<file path="src/rtl/aks_pkg.sv">
// Package for the AES-256 counter-mode keystream block.
// Holds the controller/datapath types, register indexes and the AES round functions.
// No dependencies.
package aks_pkg;

   // Controller states
   typedef enum logic [1:0] {
      ST_IDLE,
      ST_INIT,
      ST_ROUND,
      ST_EMIT
   } aks_state_type;

   // Commands from controller to datapath
   typedef struct packed {
      logic accept;
      logic init;
      logic round;
      logic emit;
   } aks_cmd_type;

   // Status from datapath to controller
   typedef struct packed {
      logic ks_valid;
      logic last_round;
      logic out_free;
   } aks_status_type;

   // Configuration register indexes
   localparam logic [2:0] CSR_KEY_0        = 3'd0;
   localparam logic [2:0] CSR_KEY_1        = 3'd1;
   localparam logic [2:0] CSR_KEY_2        = 3'd2;
   localparam logic [2:0] CSR_KEY_3        = 3'd3;
   localparam logic [2:0] CSR_CTR_HIGH     = 3'd4;
   localparam logic [2:0] CSR_CTR_LOW      = 3'd5;
   localparam logic [2:0] CSR_START_OFFSET = 3'd6;

   localparam logic [3:0] FIRST_ROUND = 4'd1;
   localparam logic [3:0] LAST_ROUND  = 4'd14;

   localparam logic [7:0] SBOX [256] = '{
      8'h63,8'h7c,8'h77,8'h7b,8'hf2,8'h6b,8'h6f,8'hc5,8'h30,8'h01,8'h67,8'h2b,8'hfe,8'hd7,8'hab,8'h76,
      8'hca,8'h82,8'hc9,8'h7d,8'hfa,8'h59,8'h47,8'hf0,8'had,8'hd4,8'ha2,8'haf,8'h9c,8'ha4,8'h72,8'hc0,
      8'hb7,8'hfd,8'h93,8'h26,8'h36,8'h3f,8'hf7,8'hcc,8'h34,8'ha5,8'he5,8'hf1,8'h71,8'hd8,8'h31,8'h15,
      8'h04,8'hc7,8'h23,8'hc3,8'h18,8'h96,8'h05,8'h9a,8'h07,8'h12,8'h80,8'he2,8'heb,8'h27,8'hb2,8'h75,
      8'h09,8'h83,8'h2c,8'h1a,8'h1b,8'h6e,8'h5a,8'ha0,8'h52,8'h3b,8'hd6,8'hb3,8'h29,8'he3,8'h2f,8'h84,
      8'h53,8'hd1,8'h00,8'hed,8'h20,8'hfc,8'hb1,8'h5b,8'h6a,8'hcb,8'hbe,8'h39,8'h4a,8'h4c,8'h58,8'hcf,
      8'hd0,8'hef,8'haa,8'hfb,8'h43,8'h4d,8'h33,8'h85,8'h45,8'hf9,8'h02,8'h7f,8'h50,8'h3c,8'h9f,8'ha8,
      8'h51,8'ha3,8'h40,8'h8f,8'h92,8'h9d,8'h38,8'hf5,8'hbc,8'hb6,8'hda,8'h21,8'h10,8'hff,8'hf3,8'hd2,
      8'hcd,8'h0c,8'h13,8'hec,8'h5f,8'h97,8'h44,8'h17,8'hc4,8'ha7,8'h7e,8'h3d,8'h64,8'h5d,8'h19,8'h73,
      8'h60,8'h81,8'h4f,8'hdc,8'h22,8'h2a,8'h90,8'h88,8'h46,8'hee,8'hb8,8'h14,8'hde,8'h5e,8'h0b,8'hdb,
      8'he0,8'h32,8'h3a,8'h0a,8'h49,8'h06,8'h24,8'h5c,8'hc2,8'hd3,8'hac,8'h62,8'h91,8'h95,8'he4,8'h79,
      8'he7,8'hc8,8'h37,8'h6d,8'h8d,8'hd5,8'h4e,8'ha9,8'h6c,8'h56,8'hf4,8'hea,8'h65,8'h7a,8'hae,8'h08,
      8'hba,8'h78,8'h25,8'h2e,8'h1c,8'ha6,8'hb4,8'hc6,8'he8,8'hdd,8'h74,8'h1f,8'h4b,8'hbd,8'h8b,8'h8a,
      8'h70,8'h3e,8'hb5,8'h66,8'h48,8'h03,8'hf6,8'h0e,8'h61,8'h35,8'h57,8'hb9,8'h86,8'hc1,8'h1d,8'h9e,
      8'he1,8'hf8,8'h98,8'h11,8'h69,8'hd9,8'h8e,8'h94,8'h9b,8'h1e,8'h87,8'he9,8'hce,8'h55,8'h28,8'hdf,
      8'h8c,8'ha1,8'h89,8'h0d,8'hbf,8'he6,8'h42,8'h68,8'h41,8'h99,8'h2d,8'h0f,8'hb0,8'h54,8'hbb,8'h16
   };

   function automatic logic [31:0] sub_word(input logic [31:0] w);
      return {SBOX[w[31:24]], SBOX[w[23:16]], SBOX[w[15:8]], SBOX[w[7:0]]};
   endfunction

   // Round constant for key words at multiples of eight
   function automatic logic [7:0] rcon(input logic [2:0] j);
      logic [7:0] r;
      case (j)
         3'd1:    r = 8'h01;
         3'd2:    r = 8'h02;
         3'd3:    r = 8'h04;
         3'd4:    r = 8'h08;
         3'd5:    r = 8'h10;
         3'd6:    r = 8'h20;
         3'd7:    r = 8'h40;
         default: r = 8'h00;
      endcase
      return r;
   endfunction

   function automatic logic [7:0] xtime(input logic [7:0] b);
      return {b[6:0], 1'b0} ^ (b[7] ? 8'h1b : 8'h00);
   endfunction

   // SubBytes, ShiftRows and (unless skipped) MixColumns; byte 0 in bits 127:120
   function automatic logic [127:0] aes_round(input logic [127:0] s_in, input logic skip_mix);
      logic [7:0]   s [16];
      logic [7:0]   t [16];
      logic [7:0]   a0, a1, a2, a3, all;
      logic [127:0] res;
      for (int i = 0; i < 16; i++) s[i] = SBOX[s_in[127-8*i -: 8]];
      for (int c = 0; c < 4; c++)
         for (int i = 0; i < 4; i++) t[i+4*c] = s[i + 4*((c+i) & 3)];
      for (int c = 0; c < 4; c++) begin
         a0  = t[4*c];
         a1  = t[4*c+1];
         a2  = t[4*c+2];
         a3  = t[4*c+3];
         all = a0 ^ a1 ^ a2 ^ a3;
         if (!skip_mix) begin
            s[4*c]   = a0 ^ all ^ xtime(a0 ^ a1);
            s[4*c+1] = a1 ^ all ^ xtime(a1 ^ a2);
            s[4*c+2] = a2 ^ all ^ xtime(a2 ^ a3);
            s[4*c+3] = a3 ^ all ^ xtime(a3 ^ a0);
         end else begin
            s[4*c]   = a0;
            s[4*c+1] = a1;
            s[4*c+2] = a2;
            s[4*c+3] = a3;
         end
      end
      for (int i = 0; i < 16; i++) res[127-8*i -: 8] = s[i];
      return res;
   endfunction

endpackage

</file>
<file path="src/rtl/aks_ctrl.sv">
// Controller state machine for the AES-256 counter-mode keystream block.
// Depends on aks_pkg.
module aks_ctrl import aks_pkg::*; (
   input  logic           clock,
   input  logic           reset,
   input  logic           req_valid,
   input  logic           req_reload_counter,
   output logic           req_stall,
   input  aks_status_type status,
   output aks_cmd_type    cmd,
   output aks_state_type  state
);

   aks_state_type state_ff, state_in;

   always_ff @(posedge clock) begin
      if (reset) begin
         state_ff <= ST_IDLE;
      end else begin
         state_ff <= state_in;
      end
   end

   // Next state
   always_comb begin
      state_in = state_ff;
      case (state_ff)
         ST_IDLE: begin
            if (req_valid) begin
               state_in = (req_reload_counter || !status.ks_valid) ? ST_INIT : ST_EMIT;
            end
         end
         ST_INIT:  state_in = ST_ROUND;
         ST_ROUND: begin
            if (status.last_round) state_in = ST_EMIT;
         end
         ST_EMIT: begin
            if (status.out_free) state_in = ST_IDLE;
         end
         default:  state_in = ST_IDLE;
      endcase
   end

   // Outputs
   always_comb begin
      cmd       = '0;
      req_stall = 1'b1;
      case (state_ff)
         ST_IDLE: begin
            req_stall  = 1'b0;
            cmd.accept = req_valid;
         end
         ST_INIT:  cmd.init  = 1'b1;
         ST_ROUND: cmd.round = 1'b1;
         ST_EMIT:  cmd.emit  = status.out_free;
         default:  cmd       = '0;
      endcase
   end

   assign state = state_ff;

endmodule

</file>
<file path="config.mk">
export PLATFORM = sky130hd
export DESIGN_NAME = aks_ctrl
export DESIGN_NICKNAME = d
export VERILOG_FILES = /design/src/rtl/aks_pkg.sv /design/src/rtl/aks_ctrl.sv
export SDC_FILE = /design/constraint.sdc
export NUM_CORES = 1
export LEC_CHECK = 0
export BUFFER_PORTS_ARGS = -buffer_cell sky130_fd_sc_hd__buf_2
export CAP_MARGIN = 5
export CORE_AREA = 2 2 39 41
export CTS_CLUSTER_SIZE = 20
export DETAILED_ROUTE_END_ITERATION = 10
export DIE_AREA = 0 0 41 43
export HOLD_SLACK_MARGIN = 0.06
export PLACE_DENSITY = 0.5
export SYNTH_ARGS = -nofsm -noshare
export SYNTH_HDL_FRONTEND = slang
export SYNTH_SLANG_ARGS = --single-unit
</file>
<file path="constraint.sdc">
create_clock -name clock -period 3.2 [get_ports clock]
set_input_delay 0.64 -clock clock [delete_from_list [all_inputs] [get_ports clock]]
set_output_delay 0.64 -clock clock [all_outputs]
set_load 0.02 [all_outputs]
</file>
==> results of run 1 <==
-- final cells by class --
| cell class | count | area [µm²] | area share (%) |
|---|---|---|---|
| Clock buffer | 3 | 22.5 | 7.03 |
| Inverter | 4 | 15.0 | 4.69 |
| Multi-Input combinational cell | 20 | 158 | 49.2 |
| Sequential cell | 2 | 40.0 | 12.5 |
| Tap cell | 16 | 20.0 | 6.25 |
| Timing Repair Buffer | 13 | 65.1 | 20.3 |
-- power by group through the flow --
stage               combinational [mW]  sequential (mW)  clock (mW)
floorplan                        0.111           0.0576           0
global placement                 0.167           0.0497           0
detailed placement               0.167           0.0496           0
CTS                              0.168           0.0492      0.0606
global route                     0.188           0.0506      0.0621
finish                           0.165           0.0481      0.0581
-- Yosys cell counts, drive strengths merged --
master / count / area share, %
a2bb2oi: 1 / 4.1
a311oi: 1 / 4.1
a31oi: 2 / 5.9
and2: 2 / 5.9
and2b: 2 / 7.1
dfxtp: 2 / 19
ha: 5 / 29
inv: 4 / 7.1
nand2: 1 / 1.8
nand2b: 3 / 8.8
nor2: 1 / 1.8
nor3: 1 / 2.4
nor4: 1 / 2.9
-- cell usage in the layout, fill, tap and decap left out --
master	instances
a31oi_1	2
nor3_1	1
and2_1	2
nand2b_1	3
clkbuf_4	3
inv_1	4
nand2_1	1
buf_2	13
a2bb2oi_1	1
and2b_1	2
ha_1	5
a311oi_1	1
nor4_1	1
dfxtp_1	2
nor2_1	1
-- worst paths after layout --
path	slack [ns]	end
max	1.30	cmd[3]
min	0.58	state[1]
max reg2reg	1.84	state[0]
min reg2reg	0.59	state[1]
-- layer usage --
metal,vias to the layer above,wire [µm],global-route usage [%]
met4,0,14,8.00
met1,86,242,7.96
met5,-,0,0
met2,12,188,8.44
li1,120,-,-
met3,2,41,1.57
-- worst max-delay path, stage by stage (launching register included) --
cell     delay (ns)
dfxtp_1        0.40
inv_1          0.11
ha_1           0.24
and2_1         0.14
buf_2          0.15
-- per-stage QoR --
| step | util (%) | area [µm²] | worst slack (ns) |
|---|---|---|---|
| CTS | 23.1 | 320 | 1.26 |
| detailed placement | 21.5 | 298 | 1.51 |
| finish | 23.1 | 320 | 1.30 |
| global route | 23.1 | 320 | 1.20 |
| global placement | 21.5 | 298 | 1.53 |
| floorplan | - | 213 | 1.53 |
-- logic make-up after synthesis --
kind of cell | count (synthesis) | share of synthesized area (%)
simple gates | 11 | 30.6
buf+inv | 4 | 7.06
compound gates | 4 | 14.1
fa+ha+maj | 5 | 29.4
flops | 2 | 18.8
==> results.json, run 1 <==
{
  "path_class": "register to output pin",
  "switching_share_pct": 47.7,
  "worstSetupStartpointType": "register",
  "cts_resized": 0,
  "whs_ns": 0.585,
  "routed_wl_um": 486,
  "finalClockSkew_ns": 0.000129,
  "worst_slew_pin_slew_ns": 0.248,
  "grt.overflow.total": 0,
  "stdcell_count": 58,
  "dp.cells": 55,
  "fillerInstances": 163,
  "root_buffer": "clkbuf_4",
  "place.gp.congestion": 0.708,
  "antenna_found_initial": 0,
  "port_buffers": 13,
  "syn_area_per_cell_um2": 8.18,
  "postCtsSetupBuffers": 0,
  "cts.reportedPaths.clkPinSlew_ns": 0.03,
  "p_leak_nw": 0.179,
  "clkSinkCount": 2,
  "min-delay-start": "reset",
  "syn_area_um2": 213,
  "cp_max_fo": 5,
  "grt_usage_pct": 6.71,
  "cts_tree": "done",
  "comb_power_share_pct": 60.9,
  "endpoint_kind": "output pin",
  "outcome": "completed",
  "p_per_area_nw_per_um2": 847,
  "start_util_pct": 15.4,
  "numCtsBuffers": 3,
  "synthCells": 26,
  "layout-drive-gt1-share_pct": 38.1,
  "vias": 220,
  "drt_iter0_markers": 1,
  "synth_cell_types": 13,
  "period_needed_ns": 1.90,
  "p_clk_share_pct": 21.4,
  "drc_errors": 0,
  "worst_ep_arrival_time_ns": 1.26,
  "p_sw_mw": 0.130,
  "critical_path.startpoint": "state[0]",
  "ir_drop_v": 0.000182,
  "finalSetupViolCount": 0,
  "holdCritPathClass": "primary input to register",
  "power_mw": 0.271,
  "viasPerCell": 3.79,
  "hold_buffers": 0,
  "die_area_um2": 1760,
  "fin_tns_setup_ns": 0,
  "final_antenna_net_count": 0,
  "worstPathRequired_ns": 2.56,
  "ys_ff_latch": 2,
  "min_path_cells": 2,
  "seq_area_frac_synth_pct": 18.8,
  "first_pass_iters": 3,
  "grt_max_degree": 6,
  "hpwl_um": 399,
  "clk_latency_ns": 0.23,
  "htreeDepth": 1,
  "fmax_mhz": 525,
  "grt_first_pass_wirelength_um": 745,
  "min_period_over_period_pct": 59.5,
  "slew_viol_final": 0,
  "yosys_warnings": 0,
  "seq_power_share_pct": 17.7,
  "nets": 56,
  "first_global_vias": 202,
  "num_rows": 14,
  "internal_power_mw": 0.142,
  "die_y_um": 43,
  "core_area_um2": 1380,
  "clk_path_buf_depth": 2,
  "fp.dieW_um": 41,
  "maxCapViolations": 0,
  "syn_nets": 38,
  "rsz0062_at_grt": "no",
  "worst-r2r-cell-count": 5,
  "largest_reg_flops": 2,
  "finalHoldViolations": 0,
  "routedWlPerCell_um": 8.38,
  "timing.rr.start": "state[0]",
  "antenna_cells": 0,
  "syn2layout_area_growth_pct": 50.6,
  "maxSlewHeadroom_pct": 83.3,
  "ios": 14
}
Power figures use the tool's default switching activity.
==> run 2: changes to the inputs <==
Settings changed: ABC_AREA set to 1, PLACE_DENSITY 0.5 to 0.52.
Clock period 3.2 ns to 1.5 ns, I/O delays scaled along.
==> run 2 against run 1 <==
Effect of this change:
- utilization is 0.72 points higher
- via count grew 5.9%
- combinational power grew to 2.7 times the previous value
- critical path depth is 1 higher
- final cell count grew 16%
- routed wire length decreased by 11%
- design area rose by 3.1%
- register-to-register slack worse by 1.5 ns
- sequential share of layout area barely moved
- non-clock buffer count did not move
- worst setup slack lost 1.2 ns
- clock skew grew 0.0050 ns
==> results.json, run 2 <==
{
  "grt_first_pass_wirelength_um": 676,
  "start_util_pct": 16.0,
  "grt_usage_pct": 6.01,
  "first_pass_iters": 1,
  "timing.rr.start": "state[1]",
  "worstPathRequired_ns": 1.20,
  "synth.area.top_cells": "ha_1, inv_1, dfxtp_1, nand2_1, nor2_1",
  "cp_max_fo": 4,
  "finalSetupViolCount": 0,
  "first_global_vias": 200,
  "p_sw_mw": 0.346,
  "fillerInstances": 166,
  "synth_top_area_share_pct": 28.2,
  "postCtsSetupBuffers": 0,
  "p_clk_share_pct": 17.7,
  "die_area_um2": 1760,
  "finalClockSkew_ns": 0.00512,
  "synth_cell_types": 10,
  "ys_ff_latch": 2,
  "syn2layout_area_growth_pct": 49.2,
  "seq_power_share_pct": 16.4,
  "r2r_end": "state[0]",
  "multi_input_area_um2": 140,
  "worst_slew_pin_slew_ns": 0.158,
  "clk_path_buf_depth": 2,
  "port_buffers": 13,
  "holdCritPathClass": "primary input to register",
  "rsz0062_at_grt": "no",
  "min_period_over_period_pct": 94.3,
  "p_leak_nw": 0.225,
  "syn_nets": 47,
  "cts_tree": "done",
  "core_area_um2": 1380,
  "routedWlPerCell_um": 6.43,
  "worst_ep_arrival_time_ns": 1.11,
  "yosys_warnings": 0,
  "place.gp.congestion": 0.662,
  "syn_area_um2": 221,
  "nets": 65,
  "hold_end": "state[0]",
  "vias": 233,
  "layout_common_cells": "buf_2, inv_1, nand2_1",
  "antenna_found_initial": 0,
  "yosysTopAreaCell": "ha_1",
  "min-delay-start": "reset",
  "layout-drive-gt1-share_pct": 41.2,
  "switching_share_pct": 50.8,
  "viasPerCell": 3.48,
  "internal_power_mw": 0.335,
  "fmax_mhz": 707,
  "worstSetupStartpointType": "register",
  "layout_commonest_cell": "buf_2",
  "maxCapViolations": 0,
  "ir_drop_v": 0.000357,
  "p_per_area_nw_per_um2": 2060,
  "ff_latch_area_um2": 41.3,
  "clk_latency_ns": 0.23,
  "ys_top_cells_by_count": "inv_1, nand2_1, ha_1",
  "min_path_cells": 4,
  "outcome": "completed",
  "ys.flop_type": "dfxtp_1",
  "root_buffer": "clkbuf_4",
  "endpoint_kind": "output pin",
  "synth-edff-count": 0,
  "numCtsBuffers": 3,
  "antenna_cells": 0,
  "slew_viol_final": 0,
  "largest_reg_flops": 2,
  "r2r_slack_ns": 0.36,
  "num_rows": 14,
  "synthCells": 35,
  "yosysMostFrequentCell": "inv_1",
  "synthArstFlopShare_pct": 0,
  "drc_errors": 0,
  "finalHoldViolations": 0,
  "seq_area_frac_synth_pct": 18.1,
  "ios": 14,
  "fin_tns_setup_ns": 0,
  "period_needed_ns": 1.41,
  "hpwl_um": 365,
  "maxSlewHeadroom_pct": 89.3,
  "syn_area_per_cell_um2": 6.33,
  "drt_iter0_markers": 0,
  "fp.dieW_um": 41,
  "grt_max_degree": 5,
  "dp_slack_ns": 0.273,
  "clkSinkCount": 2,
  "final_antenna_net_count": 0,
  "setup_ws_ns": 0.0854,
  "worst-r2r-cell-count": 5,
  "htreeDepth": 1,
  "path_class": "register to output pin",
  "grt.overflow.total": 0,
  "comb_power_share_pct": 65.9,
  "cts.reportedPaths.clkPinSlew_ns": 0.03,
  "die_y_um": 43,
  "routed_wl_um": 431,
  "hold_buffers": 0
}
[run 2: cell count changes in the layout (fill, tap and decap cells not counted), moves of 2 or more]
cell / before / now
and2_1: 2 / 0
nand2_1: 1 / 8
inv_2: 0 / 2
nor2_1: 1 / 4
inv_1: 4 / 9
a31oi_1: 2 / 0
and2b_1: 2 / 0
nand2b_1: 3 / 0
[run 2: cell type report]
class / count / area share (%)
Multi-Input combinational cell: 22 / 42.4
Sequential cell: 2 / 12.5
Inverter: 11 / 12.5
Clock buffer: 3 / 6.82
Tap cell: 16 / 6.06
Timing Repair Buffer: 13 / 19.7
[run 2: kinds of logic after synthesis]
group / synth area share, %
simple gates: 32.8
buf+inv: 18.6
fa+ha+maj: 28.2
flops: 18.1
compound gates: 2.26
[run 2: how the worst max path moves through the flow]
stage	start	to
6_report	state[1]	cmd[3]
3_5_place_dp	state[0]	cmd[3]
5_1_grt	state[1]	cmd[3]
2_1_floorplan	state[0]	state[0]
4_1_cts	state[0]	cmd[3]
3_3_place_gp	state[1]	cmd[3]
[run 2: per-stage QoR]
stage	power (mW)	area, µm²	util [%]	hold slack (ns)	instances
after global routing	0.761	330	23.9	0.331	67
after detailed placement	0.561	307	22.2	0.555	64
after global placement	0.562	307	22.2	0.554	64
after floorplan	0.443	221	-	0.455	35
final	0.681	330	23.9	0.319	67
after CTS	0.687	329	23.8	0.318	67
[run 2: critical path, cell delays in order (launching register included)]
cell and delay [ns]:
dfxtp_1 0.37, inv_2 0.08, ha_1 0.21, nand2_1 0.06
inv_1 0.03, buf_2 0.14
[run 2: power by group through the flow]
stage	Sequential [mW]	Combinational, mW	Clock, mW
finish	0.112	0.448	0.120
global route	0.116	0.511	0.134
CTS	0.105	0.457	0.125
detailed placement	0.106	0.456	0
global placement	0.105	0.457	0
floorplan	0.136	0.306	0
[run 2: layer usage]
metal | vias up | GRT usage [%] | share of wire (%)
met3 | 0 | 3.14 | 10
met5 | - | 0 | 0
li1 | 132 | - | -
met4 | 0 | 6.00 | 0
met1 | 93 | 5.11 | 42
met2 | 8 | 9.06 | 48
[run 2: repair_timing]
| item | CTS | global route |
|---|---|---|
| endpoints found under the hold margin | 0 | 0 |
| resized for setup | 0 | 3 |
| setup endpoints to repair | 0 | 2 |
